**src/hdl/vp_pkg.sv**
```systemverilog
// Shared types and constants for the vector projection block.
// Used by every file under hdl except vp_ram; depends on nothing.
package vp_pkg;

    localparam int MAX_LEN_DEF    = 64;
    localparam int ELEM_WIDTH_DEF = 16;

    // Q38.0 dot-product accumulators and the Q16.16 ratio
    localparam int ACC_W   = 38;
    localparam int FRAC_W  = 16;
    localparam int RATIO_W = 32;

    // Length field of a job; covers the largest vector length of 64
    localparam int N_W = 7;

    // Vectors that may be loaded or pending at once (one per u-store bank)
    localparam int QUEUE_DEPTH = 2;

    typedef struct packed {
        logic signed [ACC_W-1:0] uv;
        logic signed [ACC_W-1:0] uu;
        logic [N_W-1:0]          n;
        logic                    bank;
    } job_t;

    typedef struct packed {
        logic full;
        logic empty;
    } q_status_t;

endpackage

```
**src/hdl/vp_queue.sv**
```systemverilog
// Short job queue between front and back end.
// Depends on vp_pkg for the job type and depth.
module vp_queue (
    input  logic              clk,
    input  logic              rst_n,
    input  logic              push,
    input  vp_pkg::job_t      din,
    input  logic              pop,
    output vp_pkg::job_t      dout,
    output vp_pkg::q_status_t st
);

    localparam int DEPTH = vp_pkg::QUEUE_DEPTH;
    localparam int PTR_W = (DEPTH > 1) ? $clog2(DEPTH) : 1;
    localparam int CNT_W = $clog2(DEPTH + 1);

    vp_pkg::job_t     mem_reg [DEPTH];
    logic [PTR_W-1:0] wr_ptr_reg, wr_ptr_next;
    logic [PTR_W-1:0] rd_ptr_reg, rd_ptr_next;
    logic [CNT_W-1:0] cnt_reg,    cnt_next;

    assign st.full  = (cnt_reg == CNT_W'(DEPTH));
    assign st.empty = (cnt_reg == '0);
    assign dout     = mem_reg[rd_ptr_reg];

    // Advance pointers with wrap at the queue depth
    always_comb
    begin
        wr_ptr_next = wr_ptr_reg;
        rd_ptr_next = rd_ptr_reg;
        if (push)
        begin
            wr_ptr_next = (wr_ptr_reg == PTR_W'(DEPTH - 1)) ? '0 : wr_ptr_reg + 1'b1;
        end
        if (pop)
        begin
            rd_ptr_next = (rd_ptr_reg == PTR_W'(DEPTH - 1)) ? '0 : rd_ptr_reg + 1'b1;
        end
        cnt_next = cnt_reg + CNT_W'(push) - CNT_W'(pop);
    end

    always_ff @(posedge clk or negedge rst_n)
    begin
        if (!rst_n)
        begin
            wr_ptr_reg <= '0;
            rd_ptr_reg <= '0;
            cnt_reg    <= '0;
        end
        else
        begin
            wr_ptr_reg <= wr_ptr_next;
            rd_ptr_reg <= rd_ptr_next;
            cnt_reg    <= cnt_next;
        end
    end

    always_ff @(posedge clk)
    begin
        if (push)
        begin
            mem_reg[wr_ptr_reg] <= din;
        end
    end

    a_cnt_bound: assert property (@(posedge clk) disable iff (!rst_n)
        cnt_reg <= CNT_W'(DEPTH))
        else $error("queue count beyond depth");

endmodule

```
**config.mk**
```make
export PLATFORM = sky130hd
export DESIGN_NAME = vp_queue
export DESIGN_NICKNAME = d
export VERILOG_FILES = /design/src/hdl/vp_pkg.sv /design/src/hdl/vp_queue.sv
export SDC_FILE = /design/constraint.sdc
export NUM_CORES = 1
export LEC_CHECK = 0
export ABC_CLOCK_PERIOD_IN_PS = 6500
export BUFFER_PORTS_ARGS = -buffer_cell sky130_fd_sc_hd__buf_2
export CAP_MARGIN = 20
export CORE_MARGIN = 4
export CORE_UTILIZATION = 25
export DETAILED_ROUTE_END_ITERATION = 6
export GPL_TIMING_DRIVEN = 0
export RECOVER_POWER = 100
export SYNTH_ARGS = -nofsm -noshare
export SYNTH_HDL_FRONTEND = slang
export SYNTH_SLANG_ARGS = --single-unit
```
**constraint.sdc**
```tcl
create_clock -name clk -period 6.5 [get_ports clk]
set_clock_uncertainty 0.2 [all_clocks]
set_input_delay 0 -clock clk [delete_from_list [all_inputs] [get_ports clk]]
set_output_delay 0 -clock clk [all_outputs]
set_load 0.005 [all_outputs]
```
**After elaboration in Yosys (flattened, before gate mapping)**

Memory sizes are Yosys's and may differ from the RTL's.
Index checks and enable logic that the tools add are counted.

- Multiplexer cells: 4
- Equality and inequality tests: 1
- Reductions and logical operators: 1
- Add/sub/neg operators: 4

Operators with widths:

| kind | number |
|---|---|
| two-way mux 1 bit | 4 |
| adder 1 bit, second input constant | 2 |
| adder 2 x 1 -> 2 bit | 1 |
| equality test 2 bit, second input constant | 1 |
| logical NOT 2 bit | 1 |
| subtractor 2 x 1 -> 2 bit | 1 |

- Memories kept: 1
- Flip-flop bits (word level): 4
- Logic and storage cells: 14
- Memory bits (writable): 168
- Bits of input ports: 88

Memory list:

| name | depth | bits a word | rd ports | clocked after memory_dff | write ports | line | RTL |
|---|---|---|---|---|---|---|---|
| mem_reg | 2 | 84 | 1 | 0 | 1 | vp_queue.sv:17 | `vp_pkg::job_t mem_reg [DEPTH];` |

**Logic depth before layout (Yosys ltp)**

Gate-level depths: netlist of the first run.

- Depth in word-level cells: 2
- Depth in mapped cells: 5

**Worst setup path after synthesis of the first run**

No wires, ideal clock.

- Path kind: reg-to-reg
- From: reg wr_ptr_reg
- To: mem mem_reg[0][0] (netlist bit), enable pin
- Slack: 1.637 ns
- Arrival time: 4.126 ns
- Cell stages (with the launch flop): 2
- Period minus slack after synthesis: 4.863 ns
- Setup time: 0.537 ns
- Cells stage by stage: dfrtp_1 nor2b_1

RTL lines:

| element | line | RTL |
|---|---|---|
| from (decl) | vp_queue.sv:18 | `logic [PTR_W-1:0] wr_ptr_reg, wr_ptr_next;` |
| from (signal assigned) | vp_queue.sv:52 | `wr_ptr_reg <= wr_ptr_next;` |
| to (decl) | vp_queue.sv:17 |  |

No word-level cell before the write port.

**Final worst setup path of the first run**

- From: reg wr_ptr_reg
- To: mem mem_reg[0][16] (netlist bit), enable pin

No word-level cell before the write port.

==> results of run 1 <==
-- cells by family after synthesis --
group / synth area share [%]
buffers and inverters: 1.38
adder cells (fa/ha/maj): 0.399
multiplexers: 15.1
XOR/XNOR: 0.659
flip-flops: 82.1
AND/OR/NAND/NOR: 0.359
-- repair_timing --
item / 4_1_cts / 5_1_grt
gates resized for setup: 0 / 0
setup buffers: 0 / 0
endpoints found under the hold margin: 214 / 0
hold buffers: 88 / 0
-- per-layer routing --
metal / vias up / track usage, %
met4: 0 / 2.35
li1: 1659 / -
met2: 112 / 17.7
met1: 1764 / 11.4
met5: - / 0
met3: 7 / 3.57
-- metrics by stage --
| stage | power (mW) | utilization, % | setup slack (ns) |
|---|---|---|---|
| final | 3.41 | 36.3 | 2.65 |
| after global routing | 3.62 | 36.3 | 2.20 |
| after CTS | 3.56 | 37.2 | 4.41 |
| after detailed placement | 2.49 | 31.3 | 4.39 |
| after global placement | 2.47 | 30.8 | -0.606 |
| after floorplan | 2.06 | - | 1.64 |
-- cell type report --
class / instances / area (sq um) / share of cell area [%]
Buffer: 9 / 33.8 / 0.380
Clock buffer: 19 / 433 / 4.87
Clock inverter: 13 / 148 / 1.66
Inverter: 2 / 7.51 / 0.0845
Multi-Input combinational cell: 93 / 1030 / 11.6
Sequential cell: 172 / 5140 / 57.9
Tap cell: 324 / 405 / 4.56
Timing Repair Buffer: 265 / 1680 / 18.9
-- where the power goes --
part           switching [mW]  internal, mW
Clock                   0.405         0.600
Sequential             0.0483          1.47
Combinational           0.473         0.407
-- cells in the final DEF (no fill, tap or decap), types with 2 or more instances in the layout --
| cell type | n |
|---|---|
| dlygate4sd3_1 | 88 |
| bufinv_16 | 3 |
| clkbuf_1 | 128 |
| clkinv_1 | 5 |
| buf_2 | 55 |
| buf_16 | 2 |
| dfrtp_1 | 4 |
| xor2_1 | 2 |
| buf_1 | 2 |
| edfxtp_1 | 168 |
| mux2_2 | 31 |
| clkinv_4 | 2 |
| nor2b_1 | 2 |
| clkbuf_16 | 17 |
| inv_1 | 2 |
| mux2_1 | 53 |
| ha_1 | 2 |
-- worst max path at each step --
stage                           to  slack (ns)  depth (start not counted)
finish              mem_reg[0][16]        2.65                          3
global route        mem_reg[0][16]        2.20                          3
CTS                 mem_reg[0][16]        4.41                          3
detailed placement  mem_reg[0][68]        4.39                          3
floorplan            mem_reg[0][0]        1.64                          1
global placement    mem_reg[0][42]       -0.61                          1
==> results.sh, run 1 <==
export IMPL_syn_avg_cell_area_sq_um=22.7
export IMPL_path_buf_inv=2
export IMPL_slowest_delay_ns=1.73
export IMPL_nFillCells=2307
export IMPL_nets=650
export IMPL_violations="capacitance limit, slew limit"
export IMPL_slew_headroom_pct=-55.2
export IMPL_floorplan_initialDensity_pct=25.6
export IMPL_drive_above_1_share_pct=19.9
export IMPL_drt_iter0_drc=123
export IMPL_totalWireLength_microns=13500
export IMPL_routedWlPerCell_microns=15.1
export IMPL_whs_ns=0.101
export IMPL_antenna_found_initial=0
export IMPL_placed_cells=777
export IMPL_crit_path_max_fanout=22
export IMPL_vias=3542
export IMPL_grt_total_usage_pct=9.92
export IMPL_grt_overflow_total=0
export IMPL_htree_levels=4
export IMPL_ant_nets=0
export IMPL_slew_violations=49
export IMPL_reg2reg_from="wr_ptr_reg"
export IMPL_io_pins=174
export IMPL_routed_top_layer="met4"
export IMPL_syn_inst=276
export IMPL_yosys_top_cells_count="edfxtp_1, mux2_1, mux2_2"
export IMPL_async_flop_share_pct=2.33
export IMPL_cp_startpoint="wr_ptr_reg"
export IMPL_ir_drop_uv=147
export IMPL_leakage_nw=3.06
export IMPL_placeableCoreArea_sq_um=24500
export IMPL_slowest_stage="nor2b_1"
export IMPL_hp_class="input pin to flop"
export IMPL_clkTransAtPathRegs_ns=0.07
export IMPL_fp_dieW_microns=166
export IMPL_status="finished with violations"
export IMPL_worstPathCellList="nor2b_1 -> clkbuf_1 -> buf_16"
export IMPL_hp_start="din[70]"
export IMPL_synth_top_cells_by_area="edfxtp_1, mux2_1, mux2_2, dfrtp_1, buf_6"
export IMPL_power_density_nw_per_um2=384
export IMPL_cts_buffers=17
export IMPL_rsz0062_at_grt="false"
export IMPL_route_met3_wl_microns=834
export IMPL_die_h_microns=166
export IMPL_cts_tree="built"
export IMPL_endpoint_kind="flop"
export IMPL_fin_crit_sh_pct=59.2
export IMPL_crit_type="flop to flop"
export IMPL_yosys_most_used_dff="edfxtp_1"
export IMPL_grt_max_degree=59
export IMPL_grt_pass1_wl_microns=21600
export IMPL_io_buffers=173
export IMPL_place_area_sq_um=7650
export IMPL_hold_violations=0
export IMPL_r2r_end="mem_reg[0][16]"
export IMPL_reg2reg_slack_ns=2.65
export IMPL_antenna_cells=0
export IMPL_crit_path_start_kind="flop"
export IMPL_setup_viol=0
export IMPL_fin_setup_tns_ns=0
export IMPL_ys_ff_latch=172
export IMPL_instances_no_fill=897
export IMPL_area_delta_synth_final_pct=41.8
export IMPL_rows=57
export IMPL_yosys_warnings=0
export IMPL_gp_routability_congestion=0.706
export IMPL_max_cap_violations=2
export IMPL_wl_met1_microns=5490
export IMPL_rr_worst_depth=3
export IMPL_die_area_sq_um=27700
export IMPL_clock_path_buffers=2
export IMPL_synth_area_leader_cell="edfxtp_1"
export IMPL_vias_per_cell=3.95
export IMPL_wl_met2_microns=7090
export IMPL_clock_insertion_delay_worst_skew_ns=0.41
export IMPL_whs_path_depth=2
export IMPL_cts_root_buf="clkbuf_16"
export IMPL_worst_slew_pin_transition_ns=2.32
export IMPL_netlist_area_sq_um=6270
export IMPL_dpl_hpwl_microns=8980
export IMPL_yosysSeqAreaShare_pct=82.1
export IMPL_cp_top_family="simple AND/OR/NAND/NOR gates"
export IMPL_synth_cell_type_count=14
export IMPL_cts_sink_count=172
export IMPL_synth_fp_nets=366
export IMPL_crit_arrival_ns=3.77
export IMPL_drc_errors=0
export IMPL_fin_area_sq_um=8880
export IMPL_fmax_mhz=260
export IMPL_largest_reg_flops=168
export IMPL_synth_top_area_share_pct=80.5
export IMPL_cp_data_required_time_ns=6.42
export IMPL_dr_pass1_iters=4
export IMPL_period_needed_ns=3.85
export IMPL_synth_edff_count=168
export IMPL_grt_pass1_vias=3991
export IMPL_yosysMostFrequentCell="edfxtp_1"
export IMPL_min_to="mem_reg[1][70]"
No activity file was read; power rests on OpenSTA's default activity.
==> run 2: changes to the inputs <==
ABC_AREA = 1   (was unset)
ABC_CLOCK_PERIOD_IN_PS = 3300   (was 6500)
clock period = 3.3 ns   (was 6.5 ns; I/O delays follow)
==> run 2 against run 1 <==
The flow now finishes without violations. Synthesized area rose by 4.9%. Global-route usage rose by 0.96 points. Final cell count rose by 22%. Combinational power rose by 140%. Die area rose by 4.7%. Register-to-register slack got worse by 1.3 ns. Sequential power rose by 97%. Synthesized cell count rose by 68%. Critical path depth rose by 3. Clock-buffer cell count did not move. Total power rose by 110%. Final area rose by 3.3%. Critical endpoint is now dout[71].
==> results.sh, run 2 <==
export IMPL_status="finished clean"
export IMPL_slew_headroom_pct=48.1
export IMPL_dr_pass1_iters=4
export IMPL_largest_reg_flops=168
export IMPL_synth_top_cells_by_area="edfxtp_1, inv_1, nand2_1, o21ai_0, o21ai_2"
export IMPL_async_flop_share_pct=2.33
export IMPL_finalPower_mw=7.07
export IMPL_area_delta_synth_final_pct=39.6
export IMPL_vias=4296
export IMPL_clock_insertion_delay_worst_skew_ns=0.41
export IMPL_synth_area_leader_cell="edfxtp_1"
export IMPL_hold_violations=0
export IMPL_placeableCoreArea_sq_um=26000
export IMPL_ant_nets=0
export IMPL_whs_ns=0.106
export IMPL_htree_levels=4
export IMPL_leakage_nw=3.58
export IMPL_syn_avg_cell_area_sq_um=14.2
export IMPL_period_needed_ns=2.40
export IMPL_io_buffers=173
export IMPL_max_cap_violations=0
export IMPL_grt_pass1_wl_microns=23800
export IMPL_yosysMostFrequentCell="edfxtp_1"
export IMPL_syn_inst=464
export IMPL_crit_type="flop to primary output"
export IMPL_grt_overflow_total=0
export IMPL_final_common_cell="edfxtp_1"
export IMPL_clkTransAtPathRegs_ns=0.07
export IMPL_yosysSeqAreaShare_pct=78.3
export IMPL_synth_edff_count=168
export IMPL_drive_above_1_share_pct=14.8
export IMPL_cts_tree="built"
export IMPL_hp_class="input pin to flop"
export IMPL_cts_hold_buf=88
export IMPL_crit_path_max_fanout=10
export IMPL_setup_viol=0
export IMPL_grt_pass1_vias=4594
export IMPL_fp_dieW_microns=170
export IMPL_yosys_warnings=0
export IMPL_synth_fp_nets=554
export IMPL_place_area_sq_um=7960
export IMPL_grt_total_usage_pct=10.9
export IMPL_clock_path_buffers=2
export IMPL_worst_slew_pin_transition_ns=0.778
export IMPL_worst_slack_ns=0.904
export IMPL_ir_drop_uv=317
export IMPL_hp_start="din[55]"
export IMPL_drc_errors=0
export IMPL_synth_cell_type_count=15
export IMPL_cp_data_required_time_ns=3.10
export IMPL_antenna_found_initial=2
export IMPL_synth_top_area_share_pct=76.7
export IMPL_cts_resized=0
export IMPL_fin_area_sq_um=9180
export IMPL_mostFrequentLayoutCells="edfxtp_1, clkbuf_1, inv_1, nand2_1, dlygate4sd3_1"
export IMPL_crit_arrival_ns=2.20
export IMPL_r2r_end="mem_reg[0][31]"
export IMPL_die_area_sq_um=29000
export IMPL_reg2reg_slack_ns=1.39
export IMPL_cts_root_buf="clkbuf_16"
export IMPL_dpl_hpwl_microns=10100
export IMPL_endpoint_kind="primary output"
export IMPL_ys_ff_latch=172
export IMPL_drt_iter0_drc=171
export IMPL_nets=838
export IMPL_die_h_microns=170
export IMPL_gp_routability_congestion=0.693
export IMPL_yosys_top_cells_count="edfxtp_1, inv_1, nand2_1"
export IMPL_min_to="mem_reg[0][55]"
export IMPL_rr_worst_depth=3
export IMPL_cts_buffers=17
export IMPL_postCtsSetupBuffers=0
export IMPL_slew_violations=0
export IMPL_yosys_most_used_dff="edfxtp_1"
export IMPL_grt_max_degree=44
export IMPL_whs_path_depth=2
export IMPL_rows=59
export IMPL_io_pins=174
export IMPL_reg2reg_from="wr_ptr_reg"
export IMPL_crit_path_start_kind="flop"
export IMPL_place_ws_ns=1.35
export IMPL_totalWireLength_microns=15600
export IMPL_power_density_nw_per_um2=770
export IMPL_rsz0062_at_grt="false"
export IMPL_netlist_area_sq_um=6570
export IMPL_fin_crit_sh_pct=72.6
export IMPL_routedWlPerCell_microns=14.2
export IMPL_floorplan_initialDensity_pct=25.3
export IMPL_vias_per_cell=3.92
export IMPL_fmax_mhz=417
export IMPL_cts_sink_count=172
==> run 2: changes by cell type after synthesis, moves of 2 or more <==
cell / previous run / this run
buf_8: 0 / 2
clkbuf_1: 0 / 5
buf_2: 3 / 0
o21ai_1: 0 / 9
nor2_1: 1 / 3
inv_1: 2 / 91
nor2b_1: 2 / 0
buf_6: 5 / 10
nand2_1: 0 / 90
o21ai_2: 0 / 25
o21ai_0: 0 / 50
mux2_2: 34 / 0
mux2_1: 50 / 0
==> run 2: cells by family (layout without fill, tap and decap cells) <==
group,count (synthesis),in the layout,synth area share [%]
other,0,1,0
and+or+nand+nor,94,94,5.39
buffers and inverters,110,407,7.88
adders and majority gates,2,2,0.381
AOI/OAI and AO/OA,84,84,7.82
DFF,172,172,78.3
xor gates and xnor gates,2,2,0.267
==> run 2: critical path: stages, from the launching register on <==
cell and delay [ns]:
dfrtp_1 0.34, buf_6 0.14, clkbuf_1 0.45, clkbuf_1 0.49, nand2_1 0.13, o21ai_2 0.08, buf_2 0.16
==> run 2: worst max-delay path by stage <==
stage	from	to	slack (ns)
2_1_floorplan	wr_ptr_reg	mem_reg[0][0]	0.06
3_3_place_gp	wr_ptr_reg	mem_reg[0][19]	-1.55
3_5_place_dp	wr_ptr_reg	mem_reg[0][30]	1.35
4_1_cts	rd_ptr_reg	dout[43]	1.22
5_1_grt	rd_ptr_reg	dout[69]	0.60
6_report	rd_ptr_reg	dout[71]	0.90
==> run 2: per-layer routing <==
metal  vias to the layer above  share of wire (%)  track usage [%]  routed length [microns]
li1                       2132                  -                -                        -
met1                      2033                 43             12.6                     6670
met2                       118                 50             19.2                     7850
met3                        11                5.8             3.53                      895
met4                         2               0.87             3.19                      136
met5                         -              0.051                0                        8
==> run 2: area by class of cell <==
| type | instances | area [sq um] |
|---|---|---|
| fill | 2587 | 16800 |
| sequential | 172 | 5140 |
| timing repair buffer | 265 | 1690 |
| multi-input combinational | 182 | 858 |
| clock buffer | 19 | 433 |
| tap | 335 | 419 |
| inverter | 91 | 344 |
| buffer | 19 | 143 |
| clock inverter | 13 | 141 |
| antenna | 1 | 2.50 |
==> run 2: stage by stage <==
stage / setup TNS (ns) / instances / util [%]
2_1_floorplan: 0 / 464 / -
3_3_place_gp: -179.64 / 972 / 30.3
3_5_place_dp: 0 / 976 / 30.6
4_1_cts: 0 / 1096 / 36.2
5_1_grt: 0 / 1097 / 35.3
6_report: 0 / 1097 / 35.3
==> run 2: power by group <==
group / switching [mW] / internal (mW)
combinational: 1.32 / 0.782
sequential: 0.0979 / 2.89
clock: 0.856 / 1.12
total: 2.27 / 4.80
==> run 3: changes to the inputs <==
ABC_CLOCK_PERIOD_IN_PS = 2130   (was 3300)
clock period = 2.13 ns   (was 3.3 ns; I/O delays follow)
==> run 3 against run 2 <==
Critical path depth down 3. Combinational power rose by 58%. Sequential power grew 56%. Critical endpoint is now mem_reg[0][80]. Flip-flop and latch count did not move. Setup slack got worse by 0.79 ns. Via count hardly changed. Worst hold slack worse by 0.0034 ns. Core utilization fell by 0.077 points. Largest cell class unchanged. Register-to-register slack worse by 1.3 ns. Clock-buffer cell count up 2. First-iteration DRC count increased by 18%. Highest routed layer is now met4.
==> results.sh, run 3 (synthesis gave the netlist of run 2 again) <==
export IMPL_status="finished clean"
export IMPL_drc_errors=0
export IMPL_cts_tree="built"
export IMPL_gp_routability_congestion=0.709
export IMPL_cp_top_family="buffers and inverters"
export IMPL_hp_class="input pin to flop"
export IMPL_slew_violations=0
export IMPL_crit_arrival_ns=1.89
export IMPL_crit_path_start_kind="flop"
export IMPL_antenna_found_initial=0
export IMPL_cp_data_required_time_ns=2.00
export IMPL_io_buffers=173
export IMPL_p_sw_share_pct=32.3
export IMPL_cts_buffers=17
export IMPL_top_usage_layer="met2"
export IMPL_p_int_mw=7.34
export IMPL_largest_reg_flops=168
export IMPL_hp_start="din[2]"
export IMPL_grt_pass1_vias=4433
export IMPL_cts_root_buf="clkbuf_16"
export IMPL_routedWlPerCell_microns=14.0
export IMPL_finalPower_mw=10.8
export IMPL_worst_slew_pin_transition_ns=0.565
export IMPL_regArea_sq_um=5140
export IMPL_clock_insertion_delay_worst_skew_ns=0.41
export IMPL_grt_pass1_wl_microns=23300
export IMPL_antenna_cells=0
export IMPL_leakage_nw=3.55
export IMPL_placeableCoreArea_sq_um=26000
export IMPL_grt_overflow_total=0
export IMPL_nFillCells=2633
export IMPL_ant_nets=0
export IMPL_grt_use_met3_pct=4.04
export IMPL_totalWireLength_microns=15300
export IMPL_rows=59
export IMPL_reg2reg_from="wr_ptr_reg"
export IMPL_p_sw_mw=3.50
export IMPL_worstPathCellList="nor2_4 -> buf_16 -> buf_4"
export IMPL_met1_usage_pct=12.5
export IMPL_slowest_stage="nor2_4"
export IMPL_cts_sink_count=172
export IMPL_power_frac_seq_pct=42.9
export IMPL_clock_path_buffers=2
export IMPL_final_common_cell="edfxtp_1"
export IMPL_io_pins=174
export IMPL_drive_above_1_share_pct=14.9
export IMPL_max_cap_violations=0
export IMPL_mostFrequentLayoutCells="edfxtp_1, clkbuf_1, inv_1, nand2_1, dlygate4sd3_1"
export IMPL_power_clock_fraction_pct=26.6
export IMPL_crit_type="flop to flop"
export IMPL_multi_input_area_sq_um=896
export IMPL_fin_area_sq_um=9160
export IMPL_place_area_sq_um=8020
export IMPL_p_comb_share_pct=30.5
export IMPL_grt_max_degree=37
export IMPL_die_area_sq_um=29000
export IMPL_fmax_mhz=496
export IMPL_die_h_microns=170
export IMPL_hold_violations=0
export IMPL_clkTransAtPathRegs_ns=0.06
export IMPL_crit_path_max_fanout=26
export IMPL_vias=4293
export IMPL_area_delta_synth_final_pct=39.3
export IMPL_drt_iter0_drc=201
export IMPL_floorplan_initialDensity_pct=25.3
export IMPL_power_density_nw_per_um2=1180
export IMPL_dpl_hpwl_microns=10200
export IMPL_dr_pass1_iters=6
export IMPL_grt_total_usage_pct=10.6
export IMPL_final_util_pct=35.2
export IMPL_period_needed_ns=2.01
export IMPL_grtUsageMet2_pct=18.1
export IMPL_htree_levels=4
export IMPL_fin_crit_sh_pct=94.6
export IMPL_ir_drop_uv=458
export IMPL_nets=840
export IMPL_fp_dieW_microns=170
export IMPL_setup_viol=0
export IMPL_path_buf_inv=2
export IMPL_rsz0062_at_grt="false"
export IMPL_vias_per_cell=3.91
export IMPL_cp_startpoint="wr_ptr_reg"
export IMPL_endpoint_kind="flop"
export IMPL_slowest_delay_ns=0.46
export IMPL_slew_headroom_pct=62.3
run 3: cell types whose count changed in the layout (fill, tap and decap cells not counted), sizes merged:
| cell | previous run | this run |
|---|---|---|
| buf | 75 | 59 |
| bufinv | 2 | 1 |
| clkinv | 3 | 6 |
| clkinvlp | 5 | 4 |
| clkbuf | 140 | 160 |
| diode | 1 | 0 |
| inv | 94 | 91 |
run 3: layout make-up:
cell class                 instances  share of cell area, %
sequential                       172                   56.2
timing repair buffer             267                   18.0
multi-input combinational        182                   9.78
clock buffer                      21                   4.81
tap                              335                   4.58
inverter                          91                   3.77
buffer                            19                   1.80
clock inverter                    11                   1.04
run 3: metal layers:
layer  part of all wire, %  wire [microns]
met3                   7.4            1140
met5                     0               0
met2                    49            7530
met1                    42            6510
met4                   1.1             166
run 3: worst paths after layout:
path | endpoint | slack [ns] | cells past startpoint
max | mem_reg[0][80] | 0.12 | 3
min | mem_reg[0][2] | 0.10 | 2
max reg2reg | mem_reg[0][80] | 0.12 | 3
min reg2reg | wr_ptr_reg | 0.36 | 1
max in group asynchronous | wr_ptr_reg | 1.25 | 3
min in group asynchronous | rd_ptr_reg | 0.31 | 3
run 3: stage by stage:
step           instances  setup slack, ns  hold WS (ns)  TNS, ns
2_1_floorplan        464           -0.178        -0.496   -28.02
3_3_place_gp         972            -1.13        -0.386  -179.92
3_5_place_dp         978            0.195        -0.385        0
4_1_cts             1098            0.118        0.0780        0
5_1_grt             1098           0.0194        0.0749        0
6_report            1098            0.116         0.103        0
run 3: power groups by stage:
| stage | sequential, mW | clock [mW] | combinational, mW |
|---|---|---|---|
| after floorplan | 4.71 | 0 | 1.86 |
| after global placement | 4.75 | 0 | 3.45 |
| after detailed placement | 4.72 | 0 | 3.66 |
| after CTS | 4.64 | 2.97 | 3.80 |
| after global routing | 4.70 | 3.12 | 3.78 |
| final | 4.65 | 2.88 | 3.31 |
run 3: repair_timing:
item                                   4_1_cts  5_1_grt
setup buffers                                0        0
hold buffers                                88        0
endpoints found under the hold margin      190        0
gates resized for setup                      0        0
